[src/rtl/tea_pkg.sv]
// ----------------------------------------------------------------------------
// tea_pkg
// Shared types, constants and helper functions for the TEA block cipher.
// ----------------------------------------------------------------------------
package tea_pkg;

  localparam int unsigned WORD_W  = 32;
  localparam int unsigned ROUND_W = 7;
  localparam int unsigned ADDR_W  = 5;

  localparam logic [WORD_W-1:0] TEA_DELTA = 32'h9E37_79B9;

  // Register word index taken from the APB byte address.
  typedef enum logic [2:0] {
    REG_KEY0   = 3'd0,
    REG_KEY1   = 3'd1,
    REG_KEY2   = 3'd2,
    REG_KEY3   = 3'd3,
    REG_ROUNDS = 3'd4,
    REG_SWAP   = 3'd5
  } reg_idx_e;

  typedef enum logic {
    ST_IDLE = 1'b0,
    ST_RUN  = 1'b1
  } seq_state_e;

  typedef logic [3:0][WORD_W-1:0] key_t;

  // Configuration as seen by the datapath.
  typedef struct packed {
    key_t               key;
    logic [ROUND_W-1:0] rounds;
    logic               swap;
  } cfg_t;

  function automatic logic [WORD_W-1:0] bswap32(input logic [WORD_W-1:0] v);
    return {v[7:0], v[15:8], v[23:16], v[31:24]};
  endfunction

  // One TEA mixing term.
  function automatic logic [WORD_W-1:0] tea_mix(input logic [WORD_W-1:0] w,
                                                input logic [WORD_W-1:0] sum,
                                                input logic [WORD_W-1:0] kl,
                                                input logic [WORD_W-1:0] kr);
    return ((w << 4) + kl) ^ (w + sum) ^ ((w >> 5) + kr);
  endfunction

endpackage

[src/rtl/tea_cfg.sv]
// ----------------------------------------------------------------------------
// tea_cfg
// APB register file holding the key, the round count and the swap flag.
// ----------------------------------------------------------------------------
module tea_cfg (
  input  logic                   clk_i,
  input  logic                   rst_ni,
  input  logic                   psel,
  input  logic                   penable,
  input  logic                   pwrite,
  input  logic [tea_pkg::ADDR_W-1:0] paddr,
  input  logic [31:0]            pwdata,
  output logic [31:0]            prdata,
  output logic                   pready,
  output tea_pkg::cfg_t          cfg_o
);
  import tea_pkg::*;

  key_t               key_q;
  logic [ROUND_W-1:0] rounds_q;
  logic               swap_q;
  reg_idx_e           idx;
  logic               wr_en;

  assign idx    = reg_idx_e'(paddr[ADDR_W-1:2]);
  assign pready = 1'b1;
  assign wr_en  = psel && penable && pwrite && pready;

  always_ff @(posedge clk_i or negedge rst_ni) begin
    if (!rst_ni) begin
      key_q    <= '0;
      rounds_q <= ROUND_W'(32);
      swap_q   <= 1'b0;
    end else if (wr_en) begin
      case (idx)
        REG_KEY0:   key_q[0] <= pwdata;
        REG_KEY1:   key_q[1] <= pwdata;
        REG_KEY2:   key_q[2] <= pwdata;
        REG_KEY3:   key_q[3] <= pwdata;
        REG_ROUNDS: rounds_q <= pwdata[ROUND_W-1:0];
        REG_SWAP:   swap_q   <= pwdata[0];
        default: ;
      endcase
    end
  end

  always_comb begin
    case (idx)
      REG_KEY0:   prdata = key_q[0];
      REG_KEY1:   prdata = key_q[1];
      REG_KEY2:   prdata = key_q[2];
      REG_KEY3:   prdata = key_q[3];
      REG_ROUNDS: prdata = {{(32-ROUND_W){1'b0}}, rounds_q};
      REG_SWAP:   prdata = {31'd0, swap_q};
      default:    prdata = '0;
    endcase
  end

  assign cfg_o = '{key: key_q, rounds: rounds_q, swap: swap_q};

endmodule

[src/rtl/tea_round.sv]
// ----------------------------------------------------------------------------
// tea_round
// Shared round unit: one full TEA cycle, forward or backward.
// ----------------------------------------------------------------------------
module tea_round (
  input  logic                        decrypt_i,
  input  logic [tea_pkg::WORD_W-1:0]  y_i,
  input  logic [tea_pkg::WORD_W-1:0]  z_i,
  input  logic [tea_pkg::WORD_W-1:0]  sum_i,
  input  tea_pkg::key_t               key_i,
  output logic [tea_pkg::WORD_W-1:0]  y_o,
  output logic [tea_pkg::WORD_W-1:0]  z_o,
  output logic [tea_pkg::WORD_W-1:0]  sum_o
);
  import tea_pkg::*;

  logic [WORD_W-1:0] sum_enc;
  logic [WORD_W-1:0] y_enc;
  logic [WORD_W-1:0] z_dec;

  always_comb begin
    sum_enc = sum_i + TEA_DELTA;
    y_enc   = y_i + tea_mix(z_i, sum_enc, key_i[0], key_i[1]);
    z_dec   = z_i - tea_mix(y_i, sum_i, key_i[2], key_i[3]);
    if (decrypt_i) begin
      // Backward cycle: z first with the current sum, then y.
      z_o   = z_dec;
      y_o   = y_i - tea_mix(z_dec, sum_i, key_i[0], key_i[1]);
      sum_o = sum_i - TEA_DELTA;
    end else begin
      y_o   = y_enc;
      z_o   = z_i + tea_mix(y_enc, sum_enc, key_i[2], key_i[3]);
      sum_o = sum_enc;
    end
  end

endmodule

[src/rtl/tea_block_cipher.sv]
// ----------------------------------------------------------------------------
// tea_block_cipher
// TEA encrypt/decrypt of one 64-bit block with an APB configuration port.
// ----------------------------------------------------------------------------
// Flow: a block is loaded into the working registers in IDLE, stepped
// through its rounds in RUN, then written into the result register once that
// register is free, so a stalled output holds the sequencer in RUN. No new
// block is taken until the last one has left RUN. The single shared round
// unit performs one TEA cycle per clock. Reset is async, active low, and
// returns key 0, round count 32 and a clear swap flag.
// ----------------------------------------------------------------------------
module tea_block_cipher (
  input  logic                        clk_i,
  input  logic                        rst_ni,
  // APB configuration port
  input  logic                        psel,
  input  logic                        penable,
  input  logic                        pwrite,
  input  logic [tea_pkg::ADDR_W-1:0]  paddr,
  input  logic [31:0]                 pwdata,
  output logic [31:0]                 prdata,
  output logic                        pready,
  // Input channel
  input  logic                        in_valid_i,
  output logic                        in_stall_o,
  input  logic                        req_type_i,
  input  logic [31:0]                 block_word0_i,
  input  logic [31:0]                 block_word1_i,
  input  logic [3:0]                  valid_bytes_i,
  // Output channel
  output logic                        out_valid_o,
  input  logic                        out_stall_i,
  output logic [31:0]                 result_word0_o,
  output logic [31:0]                 result_word1_o
);
  import tea_pkg::*;

  cfg_t               cfg;
  key_t               key_use;
  seq_state_e         state_q, state_d;
  logic [ROUND_W-1:0] cnt_q;
  logic [WORD_W-1:0]  y_q, z_q, sum_q;
  logic               dec_q, swap_q;
  logic [WORD_W-1:0]  y_nxt, z_nxt, sum_nxt;
  logic [WORD_W-1:0]  res0_q, res1_q;
  logic               out_valid_q, out_valid_d;
  logic               load, step, finish;
  logic               full_blk, swap_in;
  logic [WORD_W-1:0]  dec_start;

  tea_cfg u_cfg (
    .clk_i   (clk_i),
    .rst_ni  (rst_ni),
    .psel    (psel),
    .penable (penable),
    .pwrite  (pwrite),
    .paddr   (paddr),
    .pwdata  (pwdata),
    .prdata  (prdata),
    .pready  (pready),
    .cfg_o   (cfg)
  );

  // Key words are byte-reversed on the fly and no copy is kept; the user must keep
  // the configuration stable while an item is in flight, as the block does not enforce it.
  always_comb begin
    for (int i = 0; i < 4; i++) begin
      key_use[i] = cfg.swap ? bswap32(cfg.key[i]) : cfg.key[i];
    end
  end

  tea_round u_round (
    .decrypt_i (dec_q),
    .y_i       (y_q),
    .z_i       (z_q),
    .sum_i     (sum_q),
    .key_i     (key_use),
    .y_o       (y_nxt),
    .z_o       (z_nxt),
    .sum_o     (sum_nxt)
  );

  // A block with fewer than eight valid bytes is loaded with no rounds and
  // no byte swap, so it leaves exactly as it came in.
  assign full_blk  = valid_bytes_i[3];
  assign swap_in   = cfg.swap && full_blk;
  // Decryption starts from delta times the round count, modulo 2^32.
  assign dec_start = 32'(TEA_DELTA * {{(WORD_W-ROUND_W){1'b0}}, cfg.rounds});

  // Sequencer: accept in IDLE, iterate in RUN, and hand the result to the
  // output register once the rounds are done and that register is free.
  always_comb begin
    state_d = state_q;
    load    = 1'b0;
    step    = 1'b0;
    finish  = 1'b0;
    case (state_q)
      ST_IDLE: begin
        if (in_valid_i) begin
          load    = 1'b1;
          state_d = ST_RUN;
        end
      end
      ST_RUN: begin
        if (cnt_q != '0) begin
          step = 1'b1;
        end else if (!out_valid_q || !out_stall_i) begin
          finish  = 1'b1;
          state_d = ST_IDLE;
        end
      end
      default: state_d = ST_IDLE;
    endcase
  end

  assign in_stall_o = (state_q != ST_IDLE);

  always_comb begin
    out_valid_d = out_valid_q;
    if (finish) begin
      out_valid_d = 1'b1;
    end else if (out_valid_q && !out_stall_i) begin
      out_valid_d = 1'b0;
    end
  end

  always_ff @(posedge clk_i or negedge rst_ni) begin
    if (!rst_ni) begin
      state_q     <= ST_IDLE;
      cnt_q       <= '0;
      out_valid_q <= 1'b0;
    end else begin
      state_q     <= state_d;
      out_valid_q <= out_valid_d;
      if (load) begin
        cnt_q <= full_blk ? cfg.rounds : '0;
      end else if (step) begin
        cnt_q <= cnt_q - ROUND_W'(1);
      end
    end
  end

  // Working registers of the block in flight and the result register.
  always_ff @(posedge clk_i) begin
    if (load) begin
      y_q    <= swap_in ? bswap32(block_word0_i) : block_word0_i;
      z_q    <= swap_in ? bswap32(block_word1_i) : block_word1_i;
      sum_q  <= (full_blk && req_type_i) ? dec_start : '0;
      dec_q  <= req_type_i;
      swap_q <= swap_in;
    end else if (step) begin
      y_q   <= y_nxt;
      z_q   <= z_nxt;
      sum_q <= sum_nxt;
    end
    if (finish) begin
      res0_q <= swap_q ? bswap32(y_q) : y_q;
      res1_q <= swap_q ? bswap32(z_q) : z_q;
    end
  end

  assign out_valid_o    = out_valid_q;
  assign result_word0_o = res0_q;
  assign result_word1_o = res1_q;

  // A transfer on the input always starts a run.
  a_load_runs: assert property (@(posedge clk_i) disable iff (!rst_ni)
    in_valid_i && !in_stall_o |=> state_q == ST_RUN)
    else $error("accepted block did not start a run");

  // The round counter goes down by exactly one per round.
  a_cnt_step: assert property (@(posedge clk_i) disable iff (!rst_ni)
    state_q == ST_RUN && cnt_q != '0 |=> cnt_q == $past(cnt_q) - ROUND_W'(1))
    else $error("round counter skipped");

  // A decryption run unwinds the sum back to zero.
  a_dec_sum: assert property (@(posedge clk_i) disable iff (!rst_ni)
    state_q == ST_RUN && cnt_q == '0 && dec_q |-> sum_q == '0)
    else $error("decrypt sum did not return to zero");

  // A new result only appears when a run completes.
  a_out_src: assert property (@(posedge clk_i) disable iff (!rst_ni)
    $rose(out_valid_o) |-> $past(state_q == ST_RUN && cnt_q == '0))
    else $error("result valid without a finished run");

endmodule

[config.mk]
export PLATFORM = sky130hd
export DESIGN_NAME = tea_block_cipher
export DESIGN_NICKNAME = d
export VERILOG_FILES = /design/src/rtl/tea_pkg.sv /design/src/rtl/tea_cfg.sv /design/src/rtl/tea_round.sv /design/src/rtl/tea_block_cipher.sv
export SDC_FILE = /design/constraint.sdc
export NUM_CORES = 2
export LEC_CHECK = 0
export BUFFER_PORTS_ARGS = -buffer_cell sky130_fd_sc_hd__buf_2
export CAP_MARGIN = 0
export CORE_ASPECT_RATIO = 2
export CORE_UTILIZATION = 55
export CTS_CLUSTER_DIAMETER = 150
export CTS_CLUSTER_SIZE = 40
export DETAILED_ROUTE_END_ITERATION = 10
export PLACE_DENSITY = 0.73
export RECOVER_POWER = 100
export SLEW_MARGIN = 20
export SYNTH_ARGS = -nofsm -noshare
export SYNTH_HDL_FRONTEND = slang
export SYNTH_SLANG_ARGS = --single-unit
[constraint.sdc]
create_clock -name clk_i -period 18.5 [get_ports clk_i]
set_clock_uncertainty 0.2 [all_clocks]
set_input_delay 2.775 -clock clk_i [delete_from_list [all_inputs] [get_ports clk_i]]
set_output_delay 2.775 -clock clk_i [all_outputs]
set_load 0.01 [all_outputs]
==> results of run 1 <==
## per-layer routing
metal,overflow,GRT usage
met5,1,0.114
met4,136,0.726
met3,1,0.447
met2,166,0.926
met1,0,0.664
## kinds of logic after synthesis
kind of cell / count (synthesis)
AO/OA/AOI/OAI: 1466
AND/OR/NAND/NOR: 1121
XOR/XNOR: 800
adder cells (fa/ha/maj): 604
buffers and inverters: 355
multiplexers: 342
flip-flops: 307
other: 1
## per-stage QoR
step | std cells | utilization | setup WS (ns)
after floorplan | 4996 | - | 7.50
after global placement | 6221 | 0.590 | 5.38
after detailed placement | 6221 | 0.590 | 5.26
after CTS | 6241 | 0.595 | 5.21
==> flow_metrics.tcl, run 1 <==
set metrics [dict create \
    cts_resized 0 \
    yosys_warnings 0 \
    synth_top_cell_by_area "ha_1" \
    placed_area_sq_um 46700 \
    haltStage "5_1_grt" \
    synthSimpleGateAreaFrac 0.123 \
    synth.avg_cell_area_sq_um 8.78 \
    synthAdderAreaFrac 0.183 \
    cts_setup_buffers 0 \
    synth-compound-area-share 0.219 \
    synth_seq_cells 307 \
    synth_nets 5710 \
    gr-usage-all-layers 0.685 \
    synth_xor_area_frac 0.163 \
    yosysTopAreaCellShare 0.154 \
    num_rows 146 \
    synthTopCellsByCount "639 x xnor2_1, 540 x ha_1, 403 x a21oi_1, 364 x nand2_1, 294 x mux2_2" \
    grt_pass1_vias 48700 \
    die_h_um 401 \
    gp_congestion 1.17 \
    synth_area_leaders "ha_1 15%, xnor2_1 13%, edfxtp_1 11%" \
    status "stopped before the end" \
    ys_async_sr_fraction 0.472 \
    synth_edf_count 162 \
    clockBufferDepth 3 \
    synthesis.area_sq_um 43800 \
    netlist-cell-type-count 103 \
    post-dp-hpwl_um 193000 \
    synth_mux_area_frac 0.0870 \
    yosysMostFrequentCell "xnor2_1" \
    die_w_um 202 \
    grt_pass1_wl_um 403000 \
    numCtsBuffers 12 \
    postCtsHoldBufs 0 \
    start_util 0.554 \
    root_buffer "clkbuf_16" \
    gr-total-overflow 304 \
    pin_count 212 \
    cts_sinks 307 \
    grt_start_max_net_pins 84 \
    synth_top_family_by_area "compound AO/OA/AOI/OAI gates" \
    synth_ff_type "edfxtp_1" \
    numPortBuffers 205 \
    htree_num_levels 1 \
    postSynthCellCount 4996 \
    error "[ERROR GRT-0116] Global routing finished with congestion. Check the congestion regions in the DRC Viewer." \
    seq_area_frac_synth 0.194 \
]
==> run 2: changes to the inputs <==
- CORE_ASPECT_RATIO: 2 -> default
- CORE_UTILIZATION: 55 -> 40
- CTS_CLUSTER_DIAMETER: 150 -> default
- CTS_CLUSTER_SIZE: 40 -> default
- PLACE_DENSITY: 0.73 -> default
- PLACE_DENSITY_LB_ADDON: default -> 0.15
==> run 2 against run 1 <==
The flow now finishes, with violations (max-capacitance violations, max-slew violations). Area after synthesis unchanged. Synthesized cell count unchanged.
==> flow_metrics.tcl, run 2 <==
set metrics [dict create \
    status "complete, but fails checks" \
    violations "max-capacitance violations, max-slew violations" \
    tritoncts "yes" \
    slew_viol_final 765 \
    postSynthCellCount 4996 \
    drc_errors 0 \
    start_util 0.403 \
    worst_slew_pin_slew_ns 4.47 \
    ys_async_sr_fraction 0.472 \
    setup_viol 0 \
    cts_sinks 307 \
    numCtsBuffers 39 \
    pre_cts_slack_ns 5.87 \
    cap_violations 17 \
    max_freq_mhz 63.7 \
    first_iter_violations 4803 \
    post-dp-hpwl_um 170000 \
    yosysTopAreaCellShare 0.154 \
    synth_area_leaders "ha_1 15%, xnor2_1 13%, edfxtp_1 11%" \
    wirelength_um 206000 \
    cts_resized 0 \
    cts_setup_buffers 0 \
    yosysMostFrequentCell "xnor2_1" \
    coreArea_sq_um 109000 \
    area_growth_pct 9.64 \
    largest_register_ffs 128 \
    fin_ws_ns 2.81 \
    cts.clk_slew.worst_paths_ns 0.07 \
    viasPerCell 6.25 \
    crit_slowest_cell "clkbuf_1" \
    synth_seq_cells 307 \
    postCtsHoldBufs 0 \
    final_common_cell "xnor2_1" \
    slew_headroom -1.98 \
    die_w_um 333 \
    crit_fanout 43 \
    yosys_warnings 0 \
    die_area_sq_um 111000 \
    htree_num_levels 2 \
    min_period_ns 15.69 \
    cp.required_ns 18.63 \
    synth_top_cell_by_area "ha_1" \
    clockBufferDepth 3 \
    synth_edf_count 162 \
    drtPass1Iterations 6 \
    synth.avg_cell_area_sq_um 8.78 \
    root_buffer "clkbuf_16" \
    synthTopCellsByCount "639 x xnor2_1, 540 x ha_1, 403 x a21oi_1, 364 x nand2_1, 294 x mux2_2" \
    gp_congestion 1.07 \
    seq_area_frac_synth 0.194 \
    netlist-cell-type-count 103 \
    grt_pass1_wl_um 285000 \
    finalCritPeriodShare 0.848 \
    gr-total-overflow 0 \
    rsz0062_at_grt "no" \
    setup_tns_ns 0 \
    hp-class "reg2reg" \
    drtAntennaViolNets 0 \
    path_common_cell "xnor2_1" \
    grt_pass1_vias 38700 \
    drive_above_1_share 0.117 \
    hold_viol 0 \
    grt_start_max_net_pins 76 \
    crit_type "reg2reg" \
    die_h_um 333 \
    cp-end-kind "register" \
    startpoint_type "register" \
    antenna_found_initial 19 \
    wl_per_cell_um 30.9 \
    final_cell_mix "638 x xnor2_1, 540 x ha_1, 403 x a21oi_1" \
    pin_count 212 \
    clk_latency_ns 0.65 \
    synth_nets 5710 \
    crit_arrival_ns 15.82 \
    gr-usage-all-layers 0.361 \
    num_rows 121 \
    critPathMaxStageDelay_ns 1.88 \
    finalNetCount 5912 \
    nFillCells 11000 \
    numPortBuffers 205 \
    synthesis.area_sq_um 43800 \
    num_vias 41600 \
    synth_ff_type "edfxtp_1" \
]
==> run 2: path summary, 6_finish.rpt <==
kind / slack [ns] / cells past startpoint / endpoint / from
min in group asynchronous: 3.55 / 1 / u_cfg.cfg_o[81] / rst_ni
max in group asynchronous: 9.31 / 2 / u_cfg.cfg_o[133] / rst_ni
min: 0.31 / 2 / out_valid_o / out_valid_o
min reg2reg: 0.31 / 2 / out_valid_o / out_valid_o
max: 2.81 / 32 / z_q[26] / u_cfg.swap_q
max reg2reg: 2.81 / 32 / z_q[26] / u_cfg.swap_q
==> run 2: per-stage QoR <==
step | hold WS [ns] | util | area, sq um | std cells
5_1_grt | 0.337 | 0.442 | 48000 | 6643
2_1_floorplan | 0.293 | - | 43800 | 4996
4_1_cts | 0.348 | 0.444 | 48300 | 6643
3_3_place_gp | 0.324 | 0.432 | 46900 | 6571
3_5_place_dp | 0.336 | 0.432 | 46900 | 6571
6_report | 0.310 | 0.442 | 48100 | 6656
==> run 2: cell type report <==
| cell class | count | area, sq um | share of cell area |
|---|---|---|---|
| sequential | 307 | 8490 | 0.177 |
| tap | 1414 | 1770 | 0.0368 |
| timing repair buffer | 303 | 1570 | 0.0326 |
| multi-input combinational | 4334 | 34000 | 0.708 |
| clock inverter | 20 | 241 | 0.00502 |
| inverter | 213 | 802 | 0.0167 |
| clock buffer | 52 | 1140 | 0.0237 |
| antenna | 13 | 32.5 | 0.000677 |
==> run 2: cells by family after synthesis <==
logic type / Yosys count / synth area share
flops: 307 / 0.194
compound gates: 1466 / 0.219
xor+xnor: 800 / 0.163
fa+ha+maj: 604 / 0.183
mux: 342 / 0.0870
simple gates: 1121 / 0.123
other cells: 1 / 0.0000855
buf+inv: 355 / 0.0308
==> run 2: metal layers <==
metal | GRT usage | up-vias | wire length [um]
li1 | - | 18800 | -
met5 | 0 | - | 90
met4 | 0.201 | 14 | 13200
met1 | 0.493 | 20300 | 88000
met3 | 0.0742 | 386 | 20000
met2 | 0.526 | 2057 | 84400
==> run 2: critical path, delay by kind of cell (launching register included) <==
family                   cells  cell delay [ns]
AO/OA/AOI/OAI               12             5.56
buffers and inverters        2             2.27
XOR/XNOR                     7             2.20
AND/OR/NAND/NOR              6             1.75
flip-flops                   1             1.54
adder cells (fa/ha/maj)      4             1.37
multiplexers                 1             0.44
Power of run 2 is not shown: default switching activity piles up to over one toggle a cycle in this logic, so the estimate is an artifact.
